[config.mk]
export PLATFORM = sky130hd
export DESIGN_NAME = min_vruntime_task_scheduler
export DESIGN_NICKNAME = d
export VERILOG_FILES = /design/src/rtl/mvts_pkg.sv /design/src/rtl/mvts_ctrl.sv /design/src/rtl/mvts_dp.sv /design/src/rtl/min_vruntime_task_scheduler.sv
export SDC_FILE = /design/constraint.sdc
export NUM_CORES = 2
export LEC_CHECK = 0
export BUFFER_PORTS_ARGS = -buffer_cell sky130_fd_sc_hd__buf_4
export CAP_MARGIN = 20
export CORE_MARGIN = 4
export CORE_UTILIZATION = 25
export CTS_CLUSTER_SIZE = 24
export DETAILED_ROUTE_END_ITERATION = 8
export HOLD_SLACK_MARGIN = 0.08
export PLACE_DENSITY = 0.39
export REMOVE_ABC_BUFFERS = 1
export SLEW_MARGIN = 10
export SYNTH_ARGS = -nofsm -noshare
export SYNTH_HDL_FRONTEND = slang
export SYNTH_HIERARCHICAL = 1
export SYNTH_SLANG_ARGS = --single-unit
[constraint.sdc]
create_clock -name clk -period 18.1 [get_ports clk]
set_input_delay 1.81 -clock clk [delete_from_list [all_inputs] [get_ports clk]]
set_output_delay 1.81 -clock clk [all_outputs]
set_load 0.05 [all_outputs]
[src/rtl/mvts_pkg.sv]
// Shared types and constants for the min-vruntime task scheduler.
`timescale 1ns / 1ps

package mvts_pkg;

    localparam int ID_W       = 16;
    localparam int RT_W       = 48;
    localparam int QUANT_W    = 16;
    localparam int HELD_W     = 7;
    localparam int ENTRY_W    = ID_W + RT_W;
    localparam int IN_DATA_W  = ID_W + RT_W;
    localparam int OUT_DATA_W = ID_W + RT_W + 1 + ID_W + RT_W + HELD_W;
    localparam int STATUS_W   = 2;

    localparam logic [QUANT_W-1:0] QUANT_RESET = 16'd4;

    typedef enum logic
    {
        OP_ADD,
        OP_RUN
    } op_t;

    typedef enum logic [STATUS_W-1:0]
    {
        ST_OK,
        ST_FULL,
        ST_EMPTY
    } status_t;

    // controller -> datapath
    typedef struct packed
    {
        logic load_in;
        logic exec_add;
        logic exec_empty;
        logic exec_run;
        logic scan_step;
        logic load_out;
    } dp_cmd_t;

    // datapath -> controller
    typedef struct packed
    {
        logic is_add;
        logic empty;
        logic scan_last;
        logic out_busy;
    } dp_stat_t;

endpackage

[src/rtl/mvts_ctrl.sv]
// Sequencing controller for the min-vruntime task scheduler.
`timescale 1ns / 1ps

module mvts_ctrl
(
    input  logic              clk,
    input  logic              rst_n,
    input  logic              in_valid,
    output logic              in_ready,
    input  mvts_pkg::dp_stat_t stat,
    output mvts_pkg::dp_cmd_t  cmd
);
    import mvts_pkg::*;

    typedef enum logic [2:0]
    {
        S_IDLE,
        S_EXEC,
        S_SCAN,
        S_DRAIN,
        S_DONE
    } state_t;

    state_t state_reg;
    state_t state_next;
    logic   ready_reg;
    logic   ready_next;

    always_comb
    begin
        state_next = state_reg;
        ready_next = ready_reg;
        cmd        = '0;
        unique case (state_reg)
            S_IDLE:
            begin
                if (in_valid)
                begin
                    cmd.load_in = 1'b1;
                    ready_next  = 1'b0;
                    state_next  = S_EXEC;
                end
            end
            S_EXEC:
            begin
                priority if (stat.is_add)
                begin
                    cmd.exec_add = 1'b1;
                    state_next   = S_DONE;
                end
                else if (stat.empty)
                begin
                    cmd.exec_empty = 1'b1;
                    state_next     = S_DONE;
                end
                else
                begin
                    cmd.exec_run = 1'b1;
                    state_next   = S_SCAN;
                end
            end
            S_SCAN:
            begin
                cmd.scan_step = 1'b1;
                if (stat.scan_last)
                begin
                    state_next = S_DRAIN;
                end
            end
            S_DRAIN:
            begin
                // last read beat is compared on this edge
                state_next = S_DONE;
            end
            S_DONE:
            begin
                if (!stat.out_busy)
                begin
                    cmd.load_out = 1'b1;
                    ready_next   = 1'b1;
                    state_next   = S_IDLE;
                end
            end
            default:
            begin
                state_next = S_IDLE;
            end
        endcase
    end

    always_ff @(posedge clk or negedge rst_n)
    begin
        if (!rst_n)
        begin
            state_reg <= S_IDLE;
            ready_reg <= 1'b1;
        end
        else
        begin
            state_reg <= state_next;
            ready_reg <= ready_next;
        end
    end

    assign in_ready = ready_reg;

endmodule

[src/rtl/mvts_dp.sv]
// Datapath: task table memory, running minimum, quantum update and result register.
`timescale 1ns / 1ps

module mvts_dp
#(
    parameter int MAX_TASKS = 64
)
(
    input  logic                            clk,
    input  logic                            rst_n,
    input  mvts_pkg::dp_cmd_t               cmd,
    output mvts_pkg::dp_stat_t              stat,
    input  logic [mvts_pkg::IN_DATA_W-1:0]  in_data,
    input  logic [0:0]                      in_user,
    input  logic                            cfg_valid,
    input  logic [mvts_pkg::QUANT_W-1:0]    cfg_data,
    input  logic                            out_ready,
    output logic                            out_valid,
    output logic [mvts_pkg::OUT_DATA_W-1:0] out_data,
    output logic [mvts_pkg::STATUS_W-1:0]   out_user
);
    import mvts_pkg::*;

    localparam int IDX_W = (MAX_TASKS > 1) ? $clog2(MAX_TASKS) : 1;
    localparam int CNT_W = $clog2(MAX_TASKS + 1);

    function automatic logic key_less
    (
        input logic [RT_W-1:0] rt_a,
        input logic [ID_W-1:0] id_a,
        input logic [RT_W-1:0] rt_b,
        input logic [ID_W-1:0] id_b
    );
        key_less = (rt_a < rt_b) || ((rt_a == rt_b) && (id_a < id_b));
    endfunction

    // latched input beat
    op_t                 op_reg;
    logic [ID_W-1:0]     id_reg;
    logic [RT_W-1:0]     rt_reg;

    logic [QUANT_W-1:0]  quantum_reg;
    logic [CNT_W-1:0]    count_reg;
    logic [CNT_W-1:0]    count_next;

    // least-key task over the filled slots
    logic                min_valid_reg;
    logic                min_valid_next;
    logic [ID_W-1:0]     min_id_reg;
    logic [ID_W-1:0]     min_id_next;
    logic [RT_W-1:0]     min_rt_reg;
    logic [RT_W-1:0]     min_rt_next;
    logic [IDX_W-1:0]    min_slot_reg;
    logic [IDX_W-1:0]    min_slot_next;

    status_t             status_reg;
    logic [ID_W-1:0]     ran_id_reg;
    logic [RT_W-1:0]     ran_rt_reg;

    // table scan
    logic [IDX_W-1:0]    scan_addr_reg;
    logic [IDX_W-1:0]    scan_addr_next;
    logic [IDX_W-1:0]    rd_slot_reg;
    logic                rd_valid_reg;
    logic [ENTRY_W-1:0]  rd_data_reg;

    logic [ENTRY_W-1:0]  mem [MAX_TASKS];
    logic                mem_we;
    logic [IDX_W-1:0]    mem_waddr;
    logic [ENTRY_W-1:0]  mem_wdata;

    logic                out_valid_reg;
    logic [OUT_DATA_W-1:0] out_data_reg;
    logic [STATUS_W-1:0] out_user_reg;

    logic                full;
    logic [RT_W:0]       rt_sum;
    logic [RT_W-1:0]     rt_sat;
    logic [ID_W-1:0]     rd_id;
    logic [RT_W-1:0]     rd_rt;
    logic                take_add;
    logic                take_scan;

    assign full  = (count_reg == CNT_W'(MAX_TASKS));
    assign rd_id = rd_data_reg[ENTRY_W-1:RT_W];
    assign rd_rt = rd_data_reg[RT_W-1:0];

    // saturating runtime update of the chosen task
    assign rt_sum = {1'b0, min_rt_reg} + {{(RT_W + 1 - QUANT_W){1'b0}}, quantum_reg};
    assign rt_sat = rt_sum[RT_W] ? {RT_W{1'b1}} : rt_sum[RT_W-1:0];

    assign mem_we    = (cmd.exec_add && !full) || cmd.exec_run;
    assign mem_waddr = cmd.exec_add ? count_reg[IDX_W-1:0] : min_slot_reg;
    assign mem_wdata = cmd.exec_add ? {id_reg, rt_reg} : {min_id_reg, rt_sat};

    assign take_add  = cmd.exec_add && !full &&
                       (!min_valid_reg || key_less(rt_reg, id_reg, min_rt_reg, min_id_reg));
    assign take_scan = rd_valid_reg &&
                       (!min_valid_reg || key_less(rd_rt, rd_id, min_rt_reg, min_id_reg));

    always_comb
    begin
        count_next     = count_reg;
        min_valid_next = min_valid_reg;
        min_id_next    = min_id_reg;
        min_rt_next    = min_rt_reg;
        min_slot_next  = min_slot_reg;
        scan_addr_next = scan_addr_reg;
        if (cmd.exec_add && !full)
        begin
            count_next = count_reg + CNT_W'(1);
        end
        if (take_add)
        begin
            min_valid_next = 1'b1;
            min_id_next    = id_reg;
            min_rt_next    = rt_reg;
            min_slot_next  = count_reg[IDX_W-1:0];
        end
        if (cmd.exec_run)
        begin
            // restart the minimum search from scratch
            min_valid_next = 1'b0;
            scan_addr_next = '0;
        end
        if (cmd.scan_step)
        begin
            scan_addr_next = scan_addr_reg + IDX_W'(1);
        end
        if (take_scan)
        begin
            min_valid_next = 1'b1;
            min_id_next    = rd_id;
            min_rt_next    = rd_rt;
            min_slot_next  = rd_slot_reg;
        end
    end

    always_ff @(posedge clk)
    begin
        if (mem_we)
        begin
            mem[mem_waddr] <= mem_wdata;
        end
        rd_data_reg <= mem[scan_addr_reg];
    end

    always_ff @(posedge clk or negedge rst_n)
    begin
        if (!rst_n)
        begin
            quantum_reg   <= QUANT_RESET;
            count_reg     <= '0;
            min_valid_reg <= 1'b0;
            scan_addr_reg <= '0;
            rd_valid_reg  <= 1'b0;
            out_valid_reg <= 1'b0;
        end
        else
        begin
            if (cfg_valid)
            begin
                quantum_reg <= cfg_data;
            end
            count_reg     <= count_next;
            min_valid_reg <= min_valid_next;
            scan_addr_reg <= scan_addr_next;
            rd_valid_reg  <= cmd.scan_step;
            if (cmd.load_out)
            begin
                out_valid_reg <= 1'b1;
            end
            else if (out_ready)
            begin
                out_valid_reg <= 1'b0;
            end
        end
    end

    always_ff @(posedge clk)
    begin
        min_id_reg   <= min_id_next;
        min_rt_reg   <= min_rt_next;
        min_slot_reg <= min_slot_next;
        if (cmd.scan_step)
        begin
            rd_slot_reg <= scan_addr_reg;
        end
        if (cmd.load_in)
        begin
            op_reg <= op_t'(in_user[0]);
            id_reg <= in_data[ID_W-1:0];
            rt_reg <= in_data[IN_DATA_W-1:ID_W];
        end
        if (cmd.exec_add)
        begin
            status_reg <= full ? ST_FULL : ST_OK;
            ran_id_reg <= '0;
            ran_rt_reg <= '0;
        end
        if (cmd.exec_empty)
        begin
            status_reg <= ST_EMPTY;
            ran_id_reg <= '0;
            ran_rt_reg <= '0;
        end
        if (cmd.exec_run)
        begin
            status_reg <= ST_OK;
            ran_id_reg <= min_id_reg;
            ran_rt_reg <= min_rt_reg;
        end
        if (cmd.load_out)
        begin
            out_user_reg <= status_reg;
            out_data_reg <= {HELD_W'(count_reg),
                             min_valid_reg ? min_rt_reg : {RT_W{1'b0}},
                             min_valid_reg ? min_id_reg : {ID_W{1'b0}},
                             min_valid_reg,
                             ran_rt_reg,
                             ran_id_reg};
        end
    end

    assign stat.is_add    = (op_reg == OP_ADD);
    assign stat.empty     = (count_reg == '0);
    assign stat.scan_last = (CNT_W'(scan_addr_reg) == (count_reg - CNT_W'(1)));
    assign stat.out_busy  = out_valid_reg && !out_ready;

    assign out_valid = out_valid_reg;
    assign out_data  = out_data_reg;
    assign out_user  = out_user_reg;

endmodule

[src/rtl/min_vruntime_task_scheduler.sv]
// Top level of the min-vruntime task scheduler: controller plus datapath.
// One item at a time; a run is followed by a one-entry-per-cycle rescan of the task
//   table through its single read port.
// An input beat is taken while the previous result still waits in the output register.
// Reset (rst_n, async, active low): table empty, no minimum held, quantum back to 4.
// Table memory contents are not cleared; only filled slots are ever read.
`timescale 1ns / 1ps

module min_vruntime_task_scheduler
#(
    parameter int MAX_TASKS = 64
)
(
    input  logic                            clk,
    input  logic                            rst_n,
    // input beat
    input  logic                            s_axis_tvalid,
    output logic                            s_axis_tready,
    // tdata: task_id[15:0], start_runtime[63:16]
    input  logic [mvts_pkg::IN_DATA_W-1:0]  s_axis_tdata,
    // tuser: command[0]
    input  logic [0:0]                      s_axis_tuser,
    // result beat
    output logic                            m_axis_tvalid,
    input  logic                            m_axis_tready,
    // tdata: ran_id[15:0], ran_runtime[63:16], next_valid[64], next_id[80:65],
    //        next_runtime[128:81], held_count[135:129]
    output logic [mvts_pkg::OUT_DATA_W-1:0] m_axis_tdata,
    // tuser: status[1:0]
    output logic [mvts_pkg::STATUS_W-1:0]   m_axis_tuser,
    // run_quantum write channel
    input  logic                            cfg_valid,
    output logic                            cfg_ready,
    input  logic [mvts_pkg::QUANT_W-1:0]    cfg_data
);
    import mvts_pkg::*;

    dp_cmd_t  cmd;
    dp_stat_t stat;

    // The quantum register takes a write in any cycle.
    assign cfg_ready = 1'b1;

    // Controller: accept, dispatch add / empty run / run, sequence the table
    // rescan after a run, and hand the finished beat to the output register.
    mvts_ctrl u_ctrl
    (
        .clk      (clk),
        .rst_n    (rst_n),
        .in_valid (s_axis_tvalid),
        .in_ready (s_axis_tready),
        .stat     (stat),
        .cmd      (cmd)
    );

    // Datapath: tasks are never removed, so filled slots are always 0..count-1
    // and a fill count replaces per-entry used bits. The least-key task is kept
    // in registers: an add folds the new key in, a run bumps the chosen entry
    // and then rescans every filled slot (the lower id wins on equal runtimes, then the lowest slot).
    mvts_dp
    #(
        .MAX_TASKS (MAX_TASKS)
    )
    u_dp
    (
        .clk       (clk),
        .rst_n     (rst_n),
        .cmd       (cmd),
        .stat      (stat),
        .in_data   (s_axis_tdata),
        .in_user   (s_axis_tuser),
        .cfg_valid (cfg_valid),
        .cfg_data  (cfg_data),
        .out_ready (m_axis_tready),
        .out_valid (m_axis_tvalid),
        .out_data  (m_axis_tdata),
        .out_user  (m_axis_tuser)
    );

endmodule

; ---- Yosys cells after proc, flatten, opt, wreduce, memory -nomap -nowiden
; Memories as Yosys holds them, arrays and structs flattened. A register that Yosys moved wholly into a read port is not among the register bits.
; Index checks and enable logic that the tools add are counted.
[totals]
word_cells = 114
regBits = 381
mem_count = 1
ram_bits = 4096
output_inout_bits = 141
in_bits = 86
[mem_list]
columns = memory, words, width, rd, rd_clocked_by_memory_dff, write_ports, line_no
row1 = u_dp.mem, 64, 64, 1, 1, 1, mvts_dp.sv:67  ; logic [ENTRY_W-1:0] mem [MAX_TASKS];
[classes]
order_cmp = 4
muxes = 46
addsub = 4
n_eq_ne = 11
n_reduce_logical = 26
[ops]
columns = cell, n
row1 = 48-bit two-way mux, 6
row2 = 48-bit equality test, 2
row3 = 48-bit less-than comparator, 2
row4 = 16-bit two-way mux, 5
row5 = 64-bit two-way mux, 1
row6 = 48-bit by 16-bit adder with 49-bit output, 1
row7 = 16-bit less-than comparator, 2
row8 = 6-bit two-way mux, 5
row9 = 1-bit two-way mux, 18
row10 = 3-bit two-way mux, 6
row11 = 3-bit one-hot mux with 5 select lines, 1
row12 = 2-bit nonzero test, 5
row13 = "7-bit by 1-bit adder with 7-bit output, second input constant", 1
row14 = 6-bit by 7-bit equality test with 1-bit output, 1
row15 = "7-bit equality test, second input constant", 1
row16 = 7-bit zero test, 1
row17 = "7-bit by 1-bit subtractor with 7-bit output, second input constant", 1
row18 = "6-bit by 1-bit adder with 6-bit output, second input constant", 1
row19 = "3-bit by 2-bit equality test with 1-bit output, second input constant", 2
row20 = 1-bit logical AND, 6
row21 = 2-bit two-way mux, 3
row22 = "2-bit != test, second input constant", 3
row23 = 3-bit AND reduction, 2
row24 = 3-bit nonzero test, 2
row25 = 7 further kinds, 13

; ---- Longest topological paths before layout
[depth]
depth_word = 9
depth_mapped = 12

; ---- Modules after synthesis
; Netlist, hierarchy kept.
[modules_own_cells]
columns = mod, cells_each, area_each_um2, instances
row1 = mvts_dp, 7309, 174899.0, 1
row2 = mvts_ctrl, 28, 261.5, 1
row3 = min_vruntime_task_scheduler, 2, 11.3, 1

; ---- Worst setup path before layout
; Ideal clock, no wire load.
[synth_timing]
kind = in2reg
start = input port m_axis_tready
end = register u_dp.out_valid_reg (netlist: u_dp/out_valid)
required_ns = 17.950
setup_ns = 0.150
setup_slack_ns = 0.867
n_path_buf = 0
path_stages = 3
t_arrival_ns = 17.083
cell_sequence = nor2b_1 -> nor4b_1 -> or2_2
[synth_rtl]
columns = item, line_no
row1 = "start, declared", min_vruntime_task_scheduler.sv:25  ; input logic m_axis_tready,
row2 = "end signal, assigned", mvts_dp.sv:157  ; out_valid_reg <= 1'b0;
row3 = "end signal, assigned", mvts_dp.sv:171  ; out_valid_reg <= 1'b1;
row4 = "end signal, assigned", mvts_dp.sv:175  ; out_valid_reg <= 1'b0;
row5 = "end, declared", mvts_dp.sv:72  ; logic out_valid_reg;

==> results by stage <==
Synth:
- Of the synthesized area, sequential elements account for 0.774.
- Counting every instance in the synthesized netlist gives 7339.
- The area fraction of the dominant cell type after synthesis is 0.761.
- Yosys printed 6 warnings.
- The number of synthesized flops with an enable pin is 4439.
- The most used flip-flop cell after synthesis is edfxtp_1.
- After synthesis, the mean cell area works out to 23.9 sq um.
- Ranked by total cell area, the synthesized netlist is headed by edfxtp_1, mux4_2, ha_1.
- Yosys mapped the design onto 65 distinct sky130hd cell types.
- edfxtp_1 takes more of the synthesized area than any other cell.
- The synthesized design contains 4541 register bits.
- After synthesis, the share of flip-flops with an asynchronous set or reset is 0.00793.
- The area of the mapped netlist is roughly 180000 sq um.

Detailed routing:
- The number of DRC markers in iteration 0 is between 9000 and 10000.
- The total via count after detailed routing is 83900.
- The residual antenna-violating net count after detailed routing is 0.
- The length of the first detailed-routing pass in iterations is 5.
- The top layer used by detailed routing is met5.
- For this run, design rule violations remaining after detail routing come to 0.
- The wire length the detailed router placed on met1 is 264 mm.
- The per-cell via count in the routed design is 4.73.
- The detailed route wirelength on metal3 is ~33 mm.
- Summed over all nets, wire length on met2 after detailed routing comes to approximately 270 mm.
- The per-cell routed wire length is 33.0 microns.
- The final wirelength is 584 mm.

STA:
- The count of final max-slew check failures was 0.
- Adding up every negative setup slack in the final design gives 0 ps.
- Of the available clock period, the critical path in the final layout requires 0.362.
- The clock arrives with 54.9 ps of skew.
- Timing would allow up to 153 MHz.
- The final hold violation count is 0.
- The max-slew headroom at the worst pin is 0.0644.
- The count of final setup violators is 0.
- The measured slew at the worst slew-check pin is 1400 ps.
- The final critical-path setup slack is 11550 ps.
- Subtracting the final worst setup slack from the clock period gives 6550 ps.
- The tightest hold path in the finished design has a slack of 415 ps.
- Setup repair after global routing left no endpoint under its margin.

Setup path:
- The largest fanout on the critical path is 33.
- The start-to-end type of the worst setup path is reg2reg.
- Data arrives at the worst endpoint at slightly above 7000 ps.
- The startpoint class of the critical path is a flip-flop.
- For the worst flop-to-flop path, the logic depth is 10.
- The worst endpoint required time is 18760 ps.
- The worst setup path is captured at a flip-flop.

Clock network:
- Clock tree synthesis inserted a total of between 500 and 600 buffers.
- The library cell used as clock root buffer is clkbuf_16.
- The H-tree generated during clock tree synthesis spans 6 levels.
- The TritonCTS clock tree is done.
- The deepest clock path buffer count is 4.
- Counting every sink on the clock net gives approximately 4500.
- The number of gates given a new drive strength after cts is 0.
- For the worst-skew pair, the clock arrives at the later sink with an insertion delay of around 1100 ps.
- Post-CTS timing repair inserted 0 buffers for setup.
- Clock-pin slew was measured on the worst setup and hold paths at 60 ps.
- The cts-stage hold buffer count is 0.

Die:
- The area of the core is 699000 sq um.
- The initial utilization of the core area, before any placement, comes to 0.251.
- After floorplanning, the core was divided into approximately 310 placement rows.
- The die covers 714000 sq um.
- From left edge to right edge, the die measures between 800 and 900 microns.
- The top-level I/O count is approximately 230.
- The height of the die is around 850 microns.

Placed design:
- Once detailed placement completed, the half-perimeter wirelength came to between 300 and 400 mm.
- The count of buffers from port buffering is 225.
- The global placement routability congestion is 0.776.
- Prior to clock tree synthesis, the placed netlist has a worst setup slack of 11620 ps.
- After detailed placement, the total cell area comes to 191000 sq um.
- The total placed cells including tap cells is 16800.

Layout:
- The number of filler instances in the final layout is ~67000.
- The share of layout cells above drive strength 1 is 0.336.
- The area growth from synthesis to layout is 18.7%.
- The area of all placed cells without fillers is 208000 sq um.
- The net total in the final layout is 8267.
- The post-route non-filler standard cell count is between 15000 and 20000.
- The final standard cell utilization of the core is 0.298.
- The register with the most flip-flops in the layout has 4096 of them.
- The leading cell type in the layout, fill and taps excluded is edfxtp_1.
- In the layout the commonest cells are edfxtp_1, mux4_2, clkbuf_16.

GRT:
- The number of antenna violations at the first check in global routing is 69.
- The via count of the first global-routing pass is 87100.
- The largest net degree at the start of global routing is between 100 and 150.
- For this run, the total global-route usage over all layers was measured as 0.159.
- The global-route wire length before repair is 787 mm.
- The total overflow left after global routing is 0.

Min path:
- Counting instances, the worst hold path has a depth of 0.
- The min-delay analysis places its worst path in the category reg2reg.

Flow run:
- Max-cap violations in this run came to 0.

Pwr:
- The peak ir drop on the vdd network is about 190 uV.
- The leakage power is about 63 nW.
- The design draws ~36 mW.
- For this design the ratio of total power to cell area is 175 nW/um^2.

Status:
- The run finished with clean final reports.
==> final timing paths <==
path / slack [ps] / start / end
worst max-delay path: 11550 / u_ctrl/state_reg[1]$_DFFE_PN0P_ / u_dp/mem[21][34]$_DFFE_PP_
worst min-delay path: 410 / u_dp/ran_id_reg[10]$_SDFFCE_PN0P_ / u_dp/out_data[10]$_DFFE_PP_
worst max register to register: 11550 / u_ctrl/state_reg[1]$_DFFE_PN0P_ / u_dp/mem[21][34]$_DFFE_PP_
worst min register to register: 410 / u_dp/ran_id_reg[10]$_SDFFCE_PN0P_ / u_dp/out_data[10]$_DFFE_PP_
max in group asynchronous: 16780 / rst_n / u_dp/min_valid_reg$_DFFE_PN0P_
min in group asynchronous: 790 / rst_n / u_dp/quantum_reg[15]$_DFFE_PN0P_
==> final cells by class <==
cell class / count / area [sq um] / share of cell area
diodes: 18 / 45.0 / 0.000217
clock buffers: 702 / 14400 / 0.0695
clock inverters: 248 / 2340 / 0.0112
inverters: 81 / 309 / 0.00149
multi-input cells: 2360 / 39400 / 0.189
flip-flops and latches: 4541 / 136000 / 0.652
well taps: 9270 / 11600 / 0.0558
repair buffers: 516 / 4230 / 0.0203
==> critical path, stage by stage (launching register included) <==
cell     delay (ps)
dfrtp_1         570
or3b_1          300
nor2_4           70
inv_6           570
buf_4           710
nand2_1         220
o21ai_0         580
nand2_1         620
nor2_4          790
buf_4           760
buf_4           660
==> metal layers <==
layer | vias up | track usage
met5 | - | 0
met4 | 2 | 0.0335
met3 | 703 | 0.0224
met2 | 2759 | 0.257
met1 | 47500 | 0.230
li1 | 33000 | -
==> cell usage after synthesis, types with 7 or more instances <==
library cell  instances
xor2_1               13
ha_1                146
clkbuf_1            208
dfrtp_1              34
buf_6                13
and2_1              135
and3_1                8
nand3_1              36
nor3_1               17
mux2_2               88
dfxtp_1              66
buf_1                30
mux4_2             1344
a21oi_1              66
edfxtp_1           4439
o211ai_1             12
xnor2_1              39
a2bb2oi_1            41
inv_1                81
o21ai_0              53
nand4_1              29
a21o_1               19
a211oi_1             17
nor2_1              103
mux2i_1               7
nor2b_1               9
nand2_1              83
and4_1                7
buf_2               105
or2_2                 7
==> power breakdown <==
group	switching [mW]	internal [mW]	total, mW
sequential	0.666	14.8	15.5
clock	4.41	6.00	10.4
combinational	7.07	3.38	10.4
==> kinds of logic after synthesis <==
group | share of synthesized area
compound gates | 0.00974
xor+xnor | 0.00260
fa+ha+maj | 0.0105
buf+inv | 0.0107
flops | 0.774
mux | 0.179
other cells | 0.0000214
simple gates | 0.0139
Power figures use the tool's default switching activity.
